[src/hdl/bctc_pkg.sv]
// ----------------------------------------------------------------------------
// Charge termination control package
// Shared types, mode codes and constants.
// ----------------------------------------------------------------------------
package bctc_pkg;

    localparam logic [31:0] CONTROL_PERIOD = 32'd1;
    localparam logic [31:0] START_PAUSE    = 32'd120;
    localparam logic [30:0] CAP_LIMIT_RST  = 31'd12000;
    localparam logic [30:0] CAP_LIMIT_MAX  = 31'h7FFF_FFFF;

    // Opcodes
    localparam logic OP_TICK       = 1'b0;
    localparam logic OP_PEAK_RESET = 1'b1;

    // Battery modes
    localparam logic [3:0] MODE_OTHER          = 4'd0;
    localparam logic [3:0] MODE_CHARGING       = 4'd1;
    localparam logic [3:0] MODE_CTC_CHARGING   = 4'd2;
    localparam logic [3:0] MODE_CTC_RECHARGING = 4'd3;
    localparam logic [3:0] MODE_CHARGED        = 4'd4;
    localparam logic [3:0] MODE_CTC_CHARGED    = 4'd5;
    localparam logic [3:0] MODE_CTC_RECHARGED  = 4'd6;
    localparam logic [3:0] MODE_DISCHARGING    = 4'd7;
    localparam logic [3:0] MODE_CTC_DISCHARGE  = 4'd8;
    localparam logic [3:0] MODE_CTC_DISCHARGED = 4'd9;
    localparam logic [3:0] MODE_CHARGED_OFFSET = 4'd3;

    // Charger drive
    localparam logic [1:0] DRIVE_NONE = 2'd0;
    localparam logic [1:0] DRIVE_OFF  = 2'd1;
    localparam logic [1:0] DRIVE_ON   = 2'd2;

    // Stop reasons
    localparam logic [2:0] STOP_NONE    = 3'd0;
    localparam logic [2:0] STOP_TEMP    = 3'd1;
    localparam logic [2:0] STOP_VOLTAGE = 3'd2;
    localparam logic [2:0] STOP_RISE    = 3'd3;
    localparam logic [2:0] STOP_DROP    = 3'd4;
    localparam logic [2:0] STOP_CAP     = 3'd5;

    // Register indexes
    localparam logic [2:0] REG_ON_TIME  = 3'd0;
    localparam logic [2:0] REG_OFF_TIME = 3'd1;
    localparam logic [2:0] REG_TMAX     = 3'd2;
    localparam logic [2:0] REG_FLOOR    = 3'd3;
    localparam logic [2:0] REG_VMAX     = 3'd4;
    localparam logic [2:0] REG_RISE     = 3'd5;
    localparam logic [2:0] REG_DROP     = 3'd6;
    localparam logic [2:0] REG_CUTOFF   = 3'd7;

    typedef struct packed {
        logic [15:0]        on_time;
        logic [15:0]        off_time;
        logic signed [15:0] tmax;
        logic [15:0]        v_floor;
        logic [15:0]        vmax;
        logic [15:0]        rise;
        logic [15:0]        drop;
        logic [15:0]        cutoff;
    } t_cfg;

    typedef struct packed {
        logic               opcode;
        logic [31:0]        now_seconds;
        logic [3:0]         battery_mode;
        logic [15:0]        cell_voltage;
        logic signed [15:0] temp_oldest;
        logic signed [15:0] temp_middle;
        logic signed [15:0] temp_newest;
        logic signed [31:0] charge_pumped;
        logic [30:0]        stored_capacity;
        logic [30:0]        discharge_meter;
        logic               trickle_enable;
    } t_item;

    typedef struct packed {
        logic [31:0] last_control_time;
        logic        trickle_active;
        logic [31:0] trickle_phase_start;
        logic [15:0] voltage_peak;
        logic [30:0] capacity_limit;
    } t_state;

    typedef struct packed {
        logic        control_ran;
        logic [3:0]  new_mode;
        logic        mode_changed;
        logic [1:0]  charge_drive;
        logic [2:0]  stop_reason;
        logic        discharge_off;
        logic        reload_counter;
        logic [30:0] reload_value;
        logic        save_capacity;
        logic [30:0] saved_capacity_value;
    } t_result;

endpackage

[src/hdl/bctc_rules.sv]
// ----------------------------------------------------------------------------
// Charge termination rules
// One pass of the control rules: next state and result for one item.
// ----------------------------------------------------------------------------
module bctc_rules (
    input  bctc_pkg::t_item   i_item,
    input  bctc_pkg::t_state  i_state,
    input  bctc_pkg::t_cfg    i_cfg,
    output bctc_pkg::t_state  o_state,
    output bctc_pkg::t_result o_result
);

    logic               period_done;
    logic               in_pause;
    logic               is_hot;
    logic               is_low;
    logic               is_over;
    logic               is_rising;
    logic               peak_check;
    logic [15:0]        peak_next;
    logic               is_drop;
    logic               is_full;
    logic signed [17:0] temp_span;
    logic [31:0]        trickle_elapsed;
    logic [31:0]        cap_scaled;
    logic [30:0]        cap_sat;
    logic               at_cutoff;
    logic [2:0]         reason;
    logic [3:0]         mode;

    assign mode        = i_item.battery_mode;
    assign period_done = (i_item.now_seconds - i_state.last_control_time)
                         >= bctc_pkg::CONTROL_PERIOD;

    // Stop rule chain, in priority order
    assign in_pause  = i_item.now_seconds < bctc_pkg::START_PAUSE;
    assign is_hot    = i_item.temp_newest >= i_cfg.tmax;
    assign is_low    = i_item.cell_voltage < i_cfg.v_floor;
    assign is_over   = i_item.cell_voltage > i_cfg.vmax;
    assign temp_span = 18'(i_item.temp_newest) - 18'(i_item.temp_oldest);
    assign is_rising = (i_item.temp_middle > i_item.temp_oldest)
                    && (i_item.temp_newest > i_item.temp_middle)
                    && (temp_span >= $signed({2'b00, i_cfg.rise}));
    assign peak_check = !in_pause && !is_hot && !is_low && !is_over && !is_rising;
    assign peak_next  = (i_item.cell_voltage >= i_state.voltage_peak)
                        ? i_item.cell_voltage : i_state.voltage_peak;
    assign is_drop    = (peak_next >= i_item.cell_voltage)
                     && ((peak_next - i_item.cell_voltage) >= i_cfg.drop);
    assign is_full    = i_item.charge_pumped >= $signed({1'b0, i_state.capacity_limit});

    always_comb begin
        if (in_pause) begin
            reason = bctc_pkg::STOP_NONE;
        end else if (is_hot) begin
            reason = bctc_pkg::STOP_TEMP;
        end else if (is_low) begin
            reason = bctc_pkg::STOP_NONE;
        end else if (is_over) begin
            reason = bctc_pkg::STOP_VOLTAGE;
        end else if (is_rising) begin
            reason = bctc_pkg::STOP_RISE;
        end else if (is_drop) begin
            reason = bctc_pkg::STOP_DROP;
        end else if (is_full) begin
            reason = bctc_pkg::STOP_CAP;
        end else begin
            reason = bctc_pkg::STOP_NONE;
        end
    end

    assign trickle_elapsed = i_item.now_seconds - i_state.trickle_phase_start;
    assign at_cutoff       = i_item.cell_voltage <= i_cfg.cutoff;

    // 1.5 x meter fits in 32 bits; saturate to 31
    assign cap_scaled = {1'b0, i_item.discharge_meter}
                      + {2'b00, i_item.discharge_meter[30:1]};
    assign cap_sat    = cap_scaled[31] ? bctc_pkg::CAP_LIMIT_MAX : cap_scaled[30:0];

    always_comb begin
        o_state  = i_state;
        o_result = '0;
        o_result.new_mode = mode;

        if (i_item.opcode == bctc_pkg::OP_PEAK_RESET) begin
            o_state.voltage_peak = i_item.cell_voltage;
        end else if (period_done) begin
            o_state.last_control_time = i_item.now_seconds;
            o_result.control_ran      = 1'b1;
            case (mode)
                bctc_pkg::MODE_CHARGING, bctc_pkg::MODE_CTC_CHARGING,
                bctc_pkg::MODE_CTC_RECHARGING: begin
                    if (peak_check) begin
                        o_state.voltage_peak = peak_next;
                    end
                    o_result.stop_reason = reason;
                    if (reason != bctc_pkg::STOP_NONE) begin
                        o_result.charge_drive   = bctc_pkg::DRIVE_OFF;
                        o_result.new_mode       = mode + bctc_pkg::MODE_CHARGED_OFFSET;
                        o_result.reload_counter = 1'b1;
                        o_result.reload_value   = i_item.stored_capacity;
                    end
                end
                bctc_pkg::MODE_CHARGED, bctc_pkg::MODE_CTC_CHARGED,
                bctc_pkg::MODE_CTC_RECHARGED: begin
                    if (i_item.trickle_enable) begin
                        if (i_state.trickle_active) begin
                            if (trickle_elapsed >= {16'd0, i_cfg.on_time}) begin
                                o_state.trickle_phase_start = i_item.now_seconds;
                                o_state.trickle_active      = 1'b0;
                                o_result.charge_drive       = bctc_pkg::DRIVE_OFF;
                            end
                        end else if (trickle_elapsed >= {16'd0, i_cfg.off_time}) begin
                            o_state.trickle_phase_start = i_item.now_seconds;
                            o_state.trickle_active      = 1'b1;
                            o_result.charge_drive       = bctc_pkg::DRIVE_ON;
                        end
                    end
                end
                bctc_pkg::MODE_DISCHARGING: begin
                    o_result.discharge_off = at_cutoff;
                end
                bctc_pkg::MODE_CTC_DISCHARGE: begin
                    if (at_cutoff) begin
                        o_result.discharge_off        = 1'b1;
                        o_result.new_mode             = bctc_pkg::MODE_CTC_DISCHARGED;
                        o_result.save_capacity        = 1'b1;
                        o_result.saved_capacity_value = i_item.discharge_meter;
                        o_state.capacity_limit        = cap_sat;
                    end
                end
                default: begin
                    // other modes: nothing to do
                end
            endcase
        end
        o_result.mode_changed = o_result.new_mode != mode;
    end

endmodule

[src/hdl/battery_charge_termination_control_top.sv]
// Result path: the item is held in the input register, then its result in the result register.
// Throughput: one item per cycle while the result side is ready; the rules are a single combinational pass.
// Input stays ready while a result waits, as long as the input register is free.
// Reset (synchronous, active low) restores register defaults, resets the
// controller state to its defaults and empties both stages; no clearing pass.
// ----------------------------------------------------------------------------
// Charge termination control top level
// NiMH minus delta V termination, trickle pulsing and discharge cut-off.
// ----------------------------------------------------------------------------
module battery_charge_termination_control_top (
    input  logic               i_clk,
    input  logic               i_rst_n,
    // input channel
    input  logic               i_in_valid,
    output logic               o_in_ready,
    input  logic               i_opcode,
    input  logic [31:0]        i_now_seconds,
    input  logic [3:0]         i_battery_mode,
    input  logic [15:0]        i_cell_voltage,
    input  logic signed [15:0] i_temp_oldest,
    input  logic signed [15:0] i_temp_middle,
    input  logic signed [15:0] i_temp_newest,
    input  logic signed [31:0] i_charge_pumped,
    input  logic [30:0]        i_stored_capacity,
    input  logic [30:0]        i_discharge_meter,
    input  logic               i_trickle_enable,
    // result channel
    output logic               o_out_valid,
    input  logic               i_out_ready,
    output logic               o_control_ran,
    output logic [3:0]         o_new_mode,
    output logic               o_mode_changed,
    output logic [1:0]         o_charge_drive,
    output logic [2:0]         o_stop_reason,
    output logic               o_discharge_off,
    output logic               o_reload_counter,
    output logic [30:0]        o_reload_value,
    output logic               o_save_capacity,
    output logic [30:0]        o_saved_capacity_value,
    // configuration channel
    input  logic               i_cfg_valid,
    output logic               o_cfg_ready,
    input  logic [2:0]         i_cfg_index,
    input  logic [15:0]        i_cfg_data
);

    logic              r_in_valid;
    bctc_pkg::t_item   r_item;
    logic              r_out_valid;
    bctc_pkg::t_result r_result;
    bctc_pkg::t_state  r_state;
    bctc_pkg::t_cfg    r_cfg;
    bctc_pkg::t_state  n_state;
    bctc_pkg::t_result n_result;
    logic              advance;

    assign advance     = r_in_valid && (!r_out_valid || i_out_ready);
    assign o_in_ready  = !r_in_valid || advance;
    assign o_cfg_ready = 1'b1;

    always_ff @(posedge i_clk) begin
        if (!i_rst_n) begin
            r_cfg.on_time  <= 16'd10;
            r_cfg.off_time <= 16'd60;
            r_cfg.tmax     <= 16'sd450;
            r_cfg.v_floor  <= 16'd1300;
            r_cfg.vmax     <= 16'd1800;
            r_cfg.rise     <= 16'd3;
            r_cfg.drop     <= 16'd10;
            r_cfg.cutoff   <= 16'd1000;
        end else if (i_cfg_valid) begin
            unique case (i_cfg_index)
                bctc_pkg::REG_ON_TIME:  r_cfg.on_time  <= i_cfg_data;
                bctc_pkg::REG_OFF_TIME: r_cfg.off_time <= i_cfg_data;
                bctc_pkg::REG_TMAX:     r_cfg.tmax     <= $signed(i_cfg_data);
                bctc_pkg::REG_FLOOR:    r_cfg.v_floor  <= i_cfg_data;
                bctc_pkg::REG_VMAX:     r_cfg.vmax     <= i_cfg_data;
                bctc_pkg::REG_RISE:     r_cfg.rise     <= i_cfg_data;
                bctc_pkg::REG_DROP:     r_cfg.drop     <= i_cfg_data;
                bctc_pkg::REG_CUTOFF:   r_cfg.cutoff   <= i_cfg_data;
                default: begin
                end
            endcase
        end
    end

    // Input stage
    always_ff @(posedge i_clk) begin
        if (!i_rst_n) begin
            r_in_valid <= 1'b0;
        end else if (i_in_valid && o_in_ready) begin
            r_in_valid <= 1'b1;
        end else if (advance) begin
            r_in_valid <= 1'b0;
        end
    end

    always_ff @(posedge i_clk) begin
        if (i_in_valid && o_in_ready) begin
            r_item.opcode          <= i_opcode;
            r_item.now_seconds     <= i_now_seconds;
            r_item.battery_mode    <= i_battery_mode;
            r_item.cell_voltage    <= i_cell_voltage;
            r_item.temp_oldest     <= i_temp_oldest;
            r_item.temp_middle     <= i_temp_middle;
            r_item.temp_newest     <= i_temp_newest;
            r_item.charge_pumped   <= i_charge_pumped;
            r_item.stored_capacity <= i_stored_capacity;
            r_item.discharge_meter <= i_discharge_meter;
            r_item.trickle_enable  <= i_trickle_enable;
        end
    end

    bctc_rules u_rules (
        .i_item   (r_item),
        .i_state  (r_state),
        .i_cfg    (r_cfg),
        .o_state  (n_state),
        .o_result (n_result)
    );

    // Commit state as the item moves into the result register
    always_ff @(posedge i_clk) begin
        if (!i_rst_n) begin
            r_state.last_control_time   <= '0;
            r_state.trickle_active      <= 1'b0;
            r_state.trickle_phase_start <= '0;
            r_state.voltage_peak        <= '0;
            r_state.capacity_limit      <= bctc_pkg::CAP_LIMIT_RST;
        end else if (advance) begin
            r_state <= n_state;
        end
    end

    // Result stage
    always_ff @(posedge i_clk) begin
        if (!i_rst_n) begin
            r_out_valid <= 1'b0;
        end else if (advance) begin
            r_out_valid <= 1'b1;
        end else if (i_out_ready) begin
            r_out_valid <= 1'b0;
        end
    end

    always_ff @(posedge i_clk) begin
        if (advance) begin
            r_result <= n_result;
        end
    end

    assign o_out_valid            = r_out_valid;
    assign o_control_ran          = r_result.control_ran;
    assign o_new_mode             = r_result.new_mode;
    assign o_mode_changed         = r_result.mode_changed;
    assign o_charge_drive         = r_result.charge_drive;
    assign o_stop_reason          = r_result.stop_reason;
    assign o_discharge_off        = r_result.discharge_off;
    assign o_reload_counter       = r_result.reload_counter;
    assign o_reload_value         = r_result.reload_value;
    assign o_save_capacity        = r_result.save_capacity;
    assign o_saved_capacity_value = r_result.saved_capacity_value;

endmodule

[config.mk]
export PLATFORM = sky130hd
export DESIGN_NAME = battery_charge_termination_control_top
export DESIGN_NICKNAME = d
export VERILOG_FILES = /design/src/hdl/bctc_pkg.sv /design/src/hdl/bctc_rules.sv /design/src/hdl/battery_charge_termination_control_top.sv
export SDC_FILE = /design/constraint.sdc
export NUM_CORES = 1
export LEC_CHECK = 0
export ABC_AREA = 1
export CAP_MARGIN = 20
export CELL_PAD_IN_SITES_DETAIL_PLACEMENT = 2
export CELL_PAD_IN_SITES_GLOBAL_PLACEMENT = 2
export CORE_MARGIN = 2
export CORE_UTILIZATION = 38
export CTS_CLUSTER_SIZE = 40
export DETAILED_ROUTE_END_ITERATION = 16
export DONT_BUFFER_PORTS = 1
export HOLD_SLACK_MARGIN = 0.15
export PLACE_DENSITY_LB_ADDON = 0.1
export RECOVER_POWER = 50
export SYNTH_ARGS = -nofsm -noshare
export SYNTH_HDL_FRONTEND = slang
export SYNTH_HIERARCHICAL = 1
export SYNTH_SLANG_ARGS = --single-unit
[constraint.sdc]
create_clock -name i_clk -period 7.2 [get_ports i_clk]
set_input_delay 0.36 -clock i_clk [delete_from_list [all_inputs] [get_ports i_clk]]
set_output_delay 0.36 -clock i_clk [all_outputs]
set_load 0.02 [all_outputs]
==> results of run 1 <==
worst max-delay path, delay by kind of cell, from the launching register on:
kind,cells,cell delay (ns)
flip-flops,1,0.52
XOR/XNOR,1,0.17
buffers and inverters,3,0.40
AND/OR/NAND/NOR,11,1.40
adder cells (fa/ha/maj),3,1.01
AO/OA/AOI/OAI,16,2.83
synthesized netlist by cell type (all sizes together) (2+ instances only):
master,n,area [µm²]
nand2,1149,4355
inv,677,2541
nor2,660,2549
ha,337,4217
edfxtp,272,8168
nand3,272,1366
dfxtp,242,4845
a21oi,228,1145
o21ai,165,829.6
nand3b,111,833.3
buf,83,503.0
xor2,55,481.7
nand4,51,334.1
clkbuf,46,172.7
xnor2,29,254.0
a22oi,26,195.2
o21a,26,195.2
nor3,25,141.4
o21bai,13,97.59
a31oi,12,75.07
nor4,9,56.30
a21o,6,45.04
fa,5,100.1
o221ai,5,43.79
or2,5,31.29
a211oi,4,30.03
clkinv,4,15.01
o211ai,4,30.03
o31ai,4,30.03
a221oi,3,26.28
a21boi,2,15.01
and2,2,12.51
registers in the layout, summed over array words and instances, names as in the netlist:
signal                  cells
r_item                    196
o_save_capacity             1
o_control_ran               1
o_reload_counter            1
r_state                   112
o_charge_drive              2
o_reload_value             31
o_out_valid                 1
o_saved_capacity_value     31
r_in_valid                  1
o_stop_reason               3
o_discharge_off             1
r_cfg                     128
o_mode_changed              1
o_new_mode                  4
routing by layer:
| metal | part of all wire [%] | up-vias |
|---|---|---|
| met5 | 0.0096 | - |
| met4 | 3.1 | 2 |
| met3 | 3.2 | 233 |
| met2 | 50 | 613 |
| met1 | 44 | 15870 |
| li1 | - | 15000 |
power by group through the flow:
stage / Combinational [mW] / Clock [mW] / Sequential (mW)
5_1_grt: 2.36 / 3.69 / 3.45
6_report: 2.10 / 3.52 / 3.44
4_1_cts: 2.02 / 3.54 / 3.43
3_3_place_gp: 1.76 / 0 / 3.48
2_1_floorplan: 1.35 / 0 / 3.43
3_5_place_dp: 1.86 / 0 / 3.49
cell type report:
| type | count | area [µm²] | area share, % |
|---|---|---|---|
| clock buffer | 84 | 1810 | 4.616 |
| clock inverter | 33 | 424.2 | 1.081 |
| tap | 1165 | 1458 | 3.716 |
| antenna | 4 | 10.01 | 0.02552 |
| multi-input combinational | 3212 | 17550 | 44.74 |
| sequential | 514 | 13020 | 33.18 |
| inverter | 681 | 2562 | 6.533 |
| timing repair buffer | 243 | 2396 | 6.108 |
how the worst max path moves through the flow:
| stage | slack, ns | startpoint | endpoint | cells after the start |
|---|---|---|---|---|
| 4_1_cts | 0.20 | r_item[146]$_DFFE_PP_ | o_reload_value[9]$_DFFE_PP_ | 34 |
| 3_3_place_gp | 0.64 | r_item[144]$_DFFE_PP_ | o_charge_drive[0]$_DFFE_PP_ | 34 |
| 6_report | 0.57 | r_item[146]$_DFFE_PP_ | o_reload_value[19]$_DFFE_PP_ | 34 |
| 3_5_place_dp | 0.31 | r_item[146]$_DFFE_PP_ | o_reload_value[9]$_DFFE_PP_ | 34 |
| 5_1_grt | 0.009 | r_item[152]$_DFFE_PP_ | o_reload_value[19]$_DFFE_PP_ | 36 |
| 2_1_floorplan | 1.83 | r_item[146]$_DFFE_PP_ | o_mode_changed$_DFFE_PP_ | 37 |
timing repair:
item                                   CTS  global route
resized for setup                        0             5
endpoints found under the hold margin  438             0
hold buffers                           215             0
setup endpoints to repair                0            37
cell families (layout without fill, tap and decap cells):
group	Yosys count	count (layout)	synth area share, %
and+or+nand+nor	2286	2286	28.71
buffers and inverters	810	1041	9.573
DFF	514	514	38.54
AOI/OAI and AO/OA	499	499	8.194
adders and majority gates	342	342	12.79
xor gates and xnor gates	84	84	2.179
other	1	5	0.01111
==> impl_metrics.csv, run 1 <==
group,metric,value,unit
detailed_routing,dr.pass1.iters,5,
sta,max_freq,150.8,MHz
critical_path,worst_path_largest_cell_delay,0.52,ns
power,p_int,6.047,mW
synth,synth_cell_types,53,
status,violations,"capacitance limit, slew limit",
critical_path,rr_worst_depth,34,
detailed_routing,route.antenna.remaining_nets,0,
critical_path,cp_max_fo,34,
die,fp.dieArea,91240,µm²
synth,avgSynthCellArea,7.443,µm²
critical_path,crit_path_start_kind,"flop",
sta,worst_pin_slew,5.796,ns
die,die-height,302.1,µm
place,gp_congestion,0.8528,
sta,tns,0,ns
power,pwr-share-seq,37.9,%
power,p_clk_share,38.9,%
detailed_routing,via_count,31720,
global_route,grt_util_all_layers,29.44,%
sta,slew_viol_final,294,
critical_path,worst_path_max_delay_cell,"edfxtp_1",
place,dp.cells,5599,
synth,yosys_warnings,6,
sta,min_period,6.633,ns
sta,max_slew_margin,-286.4,%
die,io_pins,299,
clock_network,clockBufferDepth,3,
power,power.leakage,18.10,nW
final_layout,finalInstanceArea,39230,µm²
sta,setup_viol,0,
clock_network,cts_buffers,66,
synth,synth_area,33760,µm²
min_path,min_from,"i_cfg_data[0]",
die,die_w,302.1,µm
synth,ys_async_sr_fraction,0,%
synth,synth_nets,5098,
synth,synth_seq_area_share,38.54,%
clock_network,postCtsSetupRepairBufs,0,
detailed_routing,first_iter_violations,1658,
power,switching_share,33.26,%
place,post-dp-hpwl,89430,µm
min_path,holdPathEnd,"r_cfg[0]$_SDFFE_PN0P_",
final_layout,stdcell_count,5936,
synth,ys.flop_type,"edfxtp_1",
clock_network,clk_latency,0.66,ns
power,powerDensity,231.0,nW/µm²
min_path,whs_path_depth,4,
die,start_util,38.26,%
sta,holdWs,0.2082,ns
clock_network,cts_tree,"built",
global_route,grt_util_met2,52.48,%
clock_network,cts_sinks,514,
synth,synth_edf_count,272,
critical_path,critPathCaptureType,"flop",
detailed_routing,routedWlPerCell,22.91,µm
final_layout,final_layout_size_suffix_gt1_share,3.629,%
critical_path,regToRegEndpoint,"o_reload_value[19]$_DFFE_PP_",
global_route,grt_max_degree,242,
min_path,min_path_type,"in -> reg",
critical_path,cp_data_required_time,7.58,ns
sta,rsz0062_at_grt,"no",
power,p_sw,3.013,mW
job,cap_violations,2,
clock_network,cts-root-buf,"clkbuf_16",
final_layout,fin_nets,5280,
detailed_routing,viasPerCell,5.343,
synth,netlist_instances,4536,
detailed_routing,drc,0,
global_route,grt_pass1_vias,35140,
power,peakVddDrop,273.7,µV
global_route,antenna_found_initial,3,
global_route,grt_overflow,0,
power,total_power,9.060,mW
place,place_area,34790,µm²
global_route,grt_util_met3,3.828,%
sta,fin_skew,0.03283,ns
sta,period_share,92.12,%
place,io_buffers,0,
sta,finalHoldViolations,0,
detailed_routing,finalWirelength,136000,µm
power,combPwrFrac,23.2,%
sta,layout_setup_ws,0.5670,ns
die,fp.coreArea,88240,µm²
final_layout,final_cell_mix,"nand2_1, inv_1, nor2_1",
final_layout,fillers,10160,
status,outcome,"complete, but fails checks",
critical_path,crit_type,"reg -> reg",
clock_network,clkTransAtPathRegs,0.07,ns
synth,ys_ff_latch,514,
critical_path,arrival,7.01,ns
die,rows,109,
place,dp_slack,0.3123,ns
final_layout,fin_util,44.45,%
final_layout,area.growth.synth_to_final,16.19,%
global_route,grt_pass1_wl,208000,µm
critical_path,r2r-start,"r_item[146]$_DFFE_PP_",
clock_network,h-tree-depth,3,
global_route,use_met1,36.77,%
final_layout,final_common_cell,"nand2_1",
global_route,busiest_layer,"met2",
critical_path,rrSetupSlack,0.57,ns
Note: power is estimated with default switching activity, not from simulation.
==> inputs of run 2 (changes only) <==
--- a/config.mk
+++ b/config.mk
@@ -5,19 +5,21 @@
 export SDC_FILE = /design/constraint.sdc
 export NUM_CORES = 1
 export LEC_CHECK = 0
-export ABC_AREA = 1
+export ABC_AREA = 0
 export CAP_MARGIN = 20
 export CELL_PAD_IN_SITES_DETAIL_PLACEMENT = 2
 export CELL_PAD_IN_SITES_GLOBAL_PLACEMENT = 2
 export CORE_MARGIN = 2
-export CORE_UTILIZATION = 38
+export CORE_UTILIZATION = 41
 export CTS_CLUSTER_SIZE = 40
 export DETAILED_ROUTE_END_ITERATION = 16
 export DONT_BUFFER_PORTS = 1
 export HOLD_SLACK_MARGIN = 0.15
 export PLACE_DENSITY_LB_ADDON = 0.1
 export RECOVER_POWER = 50
+export SLEW_MARGIN = 0
 export SYNTH_ARGS = -nofsm -noshare
 export SYNTH_HDL_FRONTEND = slang
 export SYNTH_HIERARCHICAL = 1
 export SYNTH_SLANG_ARGS = --single-unit
+export TNS_END_PERCENT = 10
==> impl_metrics.csv, run 2 <==
group,metric,value,unit
detailed_routing,dr.pass1.iters,5,
synth,synth_nets,3831,
global_route,grt_max_degree,349,
status,outcome,"complete, but fails checks",
critical_path,crit_type,"reg -> reg",
detailed_routing,via_count,25960,
job,cap_violations,4,
synth,ys.flop_type,"edfxtp_1",
die,fp.coreArea,75700,µm²
sta,finalHoldViolations,0,
sta,holdWs,0.2073,ns
critical_path,cp_data_required_time,7.72,ns
clock_network,cts_tree,"built",
sta,tns,-8.683,ns
synth,yosysTopAreaCell,"edfxtp_1",
die,rows,101,
synth,synth_cell_types,96,
sta,slew_viol_final,382,
synth,synth.top_cell.area_share,26.13,%
clock_network,cts_sinks,514,
place,post-dp-hpwl,75910,µm
synth,yosys-top-cells-count,"nand2_1, inv_1, ha_1",
detailed_routing,finalWirelength,112900,µm
clock_network,cts-root-buf,"clkbuf_16",
critical_path,worst_path_largest_cell_delay,0.41,ns
die,start_util,41.29,%
sta,rsz0062_at_grt,"yes",
sta,period_share,104.0,%
critical_path,cp_max_fo,7,
sta,setup_viol,37,
synth,yosys_warnings,6,
critical_path,rr_worst_depth,42,
global_route,grt_util_all_layers,28.29,%
min_path,min_path_type,"in -> reg",
final_layout,final_common_cell,"nand2_1",
die,fp.dieArea,78460,µm²
final_layout,final_cell_mix,"nand2_1, inv_1, ha_1",
die,die-height,280.1,µm
synth,yosys.area_share.simple,14.33,%
clock_network,clkTransAtPathRegs,0.06,ns
die,io_pins,299,
clock_network,cts_buffers,61,
power,powerDensity,224.1,nW/µm²
sta,min_period,7.485,ns
final_layout,top_register,"r_item",
synth,synth_top_family_by_area,"compound AO/OA/AOI/OAI gates",
final_layout,finalInstanceArea,37250,µm²
power,power.leakage,15.06,nW
status,violations,"capacitance limit, slew limit, setup timing",
synth,synth_area,31260,µm²
place,place_area,32360,µm²
sta,max_slew_margin,-210.5,%
critical_path,worst_path_max_delay_cell,"edfxtp_1",
synth,avgSynthCellArea,9.562,µm²
final_layout,fin_nets,4062,
sta,fin_skew,0.03425,ns
place,io_buffers,0,
synth,synth.most_common_cell,"nand2_1",
final_layout,largest_register_ffs,196,
synth,synth_seq_area_share,41.63,%
final_layout,final_layout_size_suffix_gt1_share,8.444,%
clock_network,clk_latency,0.65,ns
place,gp_congestion,0.8530,
global_route,antenna_found_initial,8,
sta,worst_pin_slew,4.658,ns
global_route,grt_pass1_wl,172800,µm
detailed_routing,route.antenna.remaining_nets,0,
detailed_routing,viasPerCell,5.724,
sta,layout_setup_ws,-0.2854,ns
clock_network,clockBufferDepth,3,
synth,synthAdderAreaFrac,13.81,%
synth,synth_edf_count,272,
final_layout,reg.largest.list,"r_item: 196 flops, r_cfg: 128 flops, r_state: 112 flops",
synth,ys_ff_latch,514,
min_path,whs_path_depth,2,
critical_path,critPathCaptureType,"flop",
synth,netlist_instances,3269,
global_route,grt_overflow,0,
global_route,grt_pass1_vias,29450,
synth,synth-xor-area-share,2.073,%
power,total_power,8.346,mW
synth,synth.top_cells.by_area,"edfxtp_1, dfxtp_1, ha_1, mux2i_1, nand2_1",
detailed_routing,drc,0,
synth,ys_async_sr_fraction,0,%
detailed_routing,routedWlPerCell,24.89,µm
detailed_routing,first_iter_violations,1045,
critical_path,arrival,8.01,ns
synth,muxShareOfSynthArea,6.817,%
power,peakVddDrop,221.7,µV
die,die_w,280.1,µm
sta,max_freq,133.6,MHz
clock_network,h-tree-depth,2,
critical_path,crit_path_start_kind,"flop",
final_layout,area.growth.synth_to_final,19.17,%
synth,synth-compound-area-share,15.21,%
[run 2: cell types whose count changed in the layout (fill, tap and decap cells not counted), sizes merged, moves of 37 or more]
cell and change:
mux2i +160, buf +55, nand2 -775, mux2 +37, o21ai +96, a21oi -69
nand3 -130, nor2 -562, nand3b -108, a21o +72, inv -330, xor2 -39
and3 +48
[run 2: critical path, delay by kind of cell, from the launching register on]
family	cells	cell delay [ns]
buffers and inverters	7	0.96
AO/OA/AOI/OAI	26	4.26
flip-flops	1	0.41
XOR/XNOR	1	0.18
AND/OR/NAND/NOR	4	0.57
adder cells (fa/ha/maj)	3	0.77
multiplexers	1	0.21
[run 2: metal layers]
layer	share of wire, %	vias up	global-route usage (%)
met5	0.036	-	0
met3	4.0	218	5.121
li1	-	12170	-
met1	41	13100	33.02
met2	51	462	51.54
met4	3.6	6	10.16
[run 2: final timing paths]
kind,start,to,slack [ns]
max reg2reg,r_item[143]$_DFFE_PP_,o_reload_value[15]$_DFFE_PP_,-0.29
min reg2reg,r_state[107]$_SDFFE_PN0P_,r_state[107]$_SDFFE_PN0P_,0.46
min,i_cfg_index[1],r_cfg[121]$_SDFFE_PN0P_,0.21
max,r_item[143]$_DFFE_PP_,o_reload_value[15]$_DFFE_PP_,-0.29
[run 2: cell families after synthesis]
family                     Yosys count
other                                1
buffers and inverters              477
adders and majority gates          342
xor gates and xnor gates            74
DFF                                514
AOI/OAI and AO/OA                  744
and+or+nand+nor                    920
muxes                              197
[run 2: repair_timing]
action	in CTS	in global routing
setup endpoints to repair	39	39
setup buffers	20	9
hold endpoints to repair	465	0
pin swaps	24	36
resized for setup	43	31
gates cloned	2	0
hold buffers	213	0
[run 2: cell type report]
type / count / area, µm²
Timing Repair Buffer: 297 / 2860
Sequential cell: 514 / 13010
Fill cell: 7784 / 38450
Antenna cell: 5 / 12.51
Multi-Input combinational cell: 2278 / 16590
Clock inverter: 34 / 518.0
Clock buffer: 82 / 1727
Tap cell: 978 / 1224
Inverter: 348 / 1306
[run 2: where the power goes]
part	switching (mW)	total, mW	internal, mW
combinational	0.901	1.54	0.644
sequential	0.113	3.32	3.21
clock	1.37	3.48	2.11
[run 2: per-stage QoR]
step / instances / setup slack, ns / utilization [%]
floorplan: 3269 / 0.04735 / -
global placement: 4173 / -0.6086 / 42.75
detailed placement: 4173 / -1.049 / 42.75
CTS: 4522 / -0.1565 / 49.02
global route: 4533 / -0.6192 / 49.20
finish: 4536 / -0.2854 / 49.21
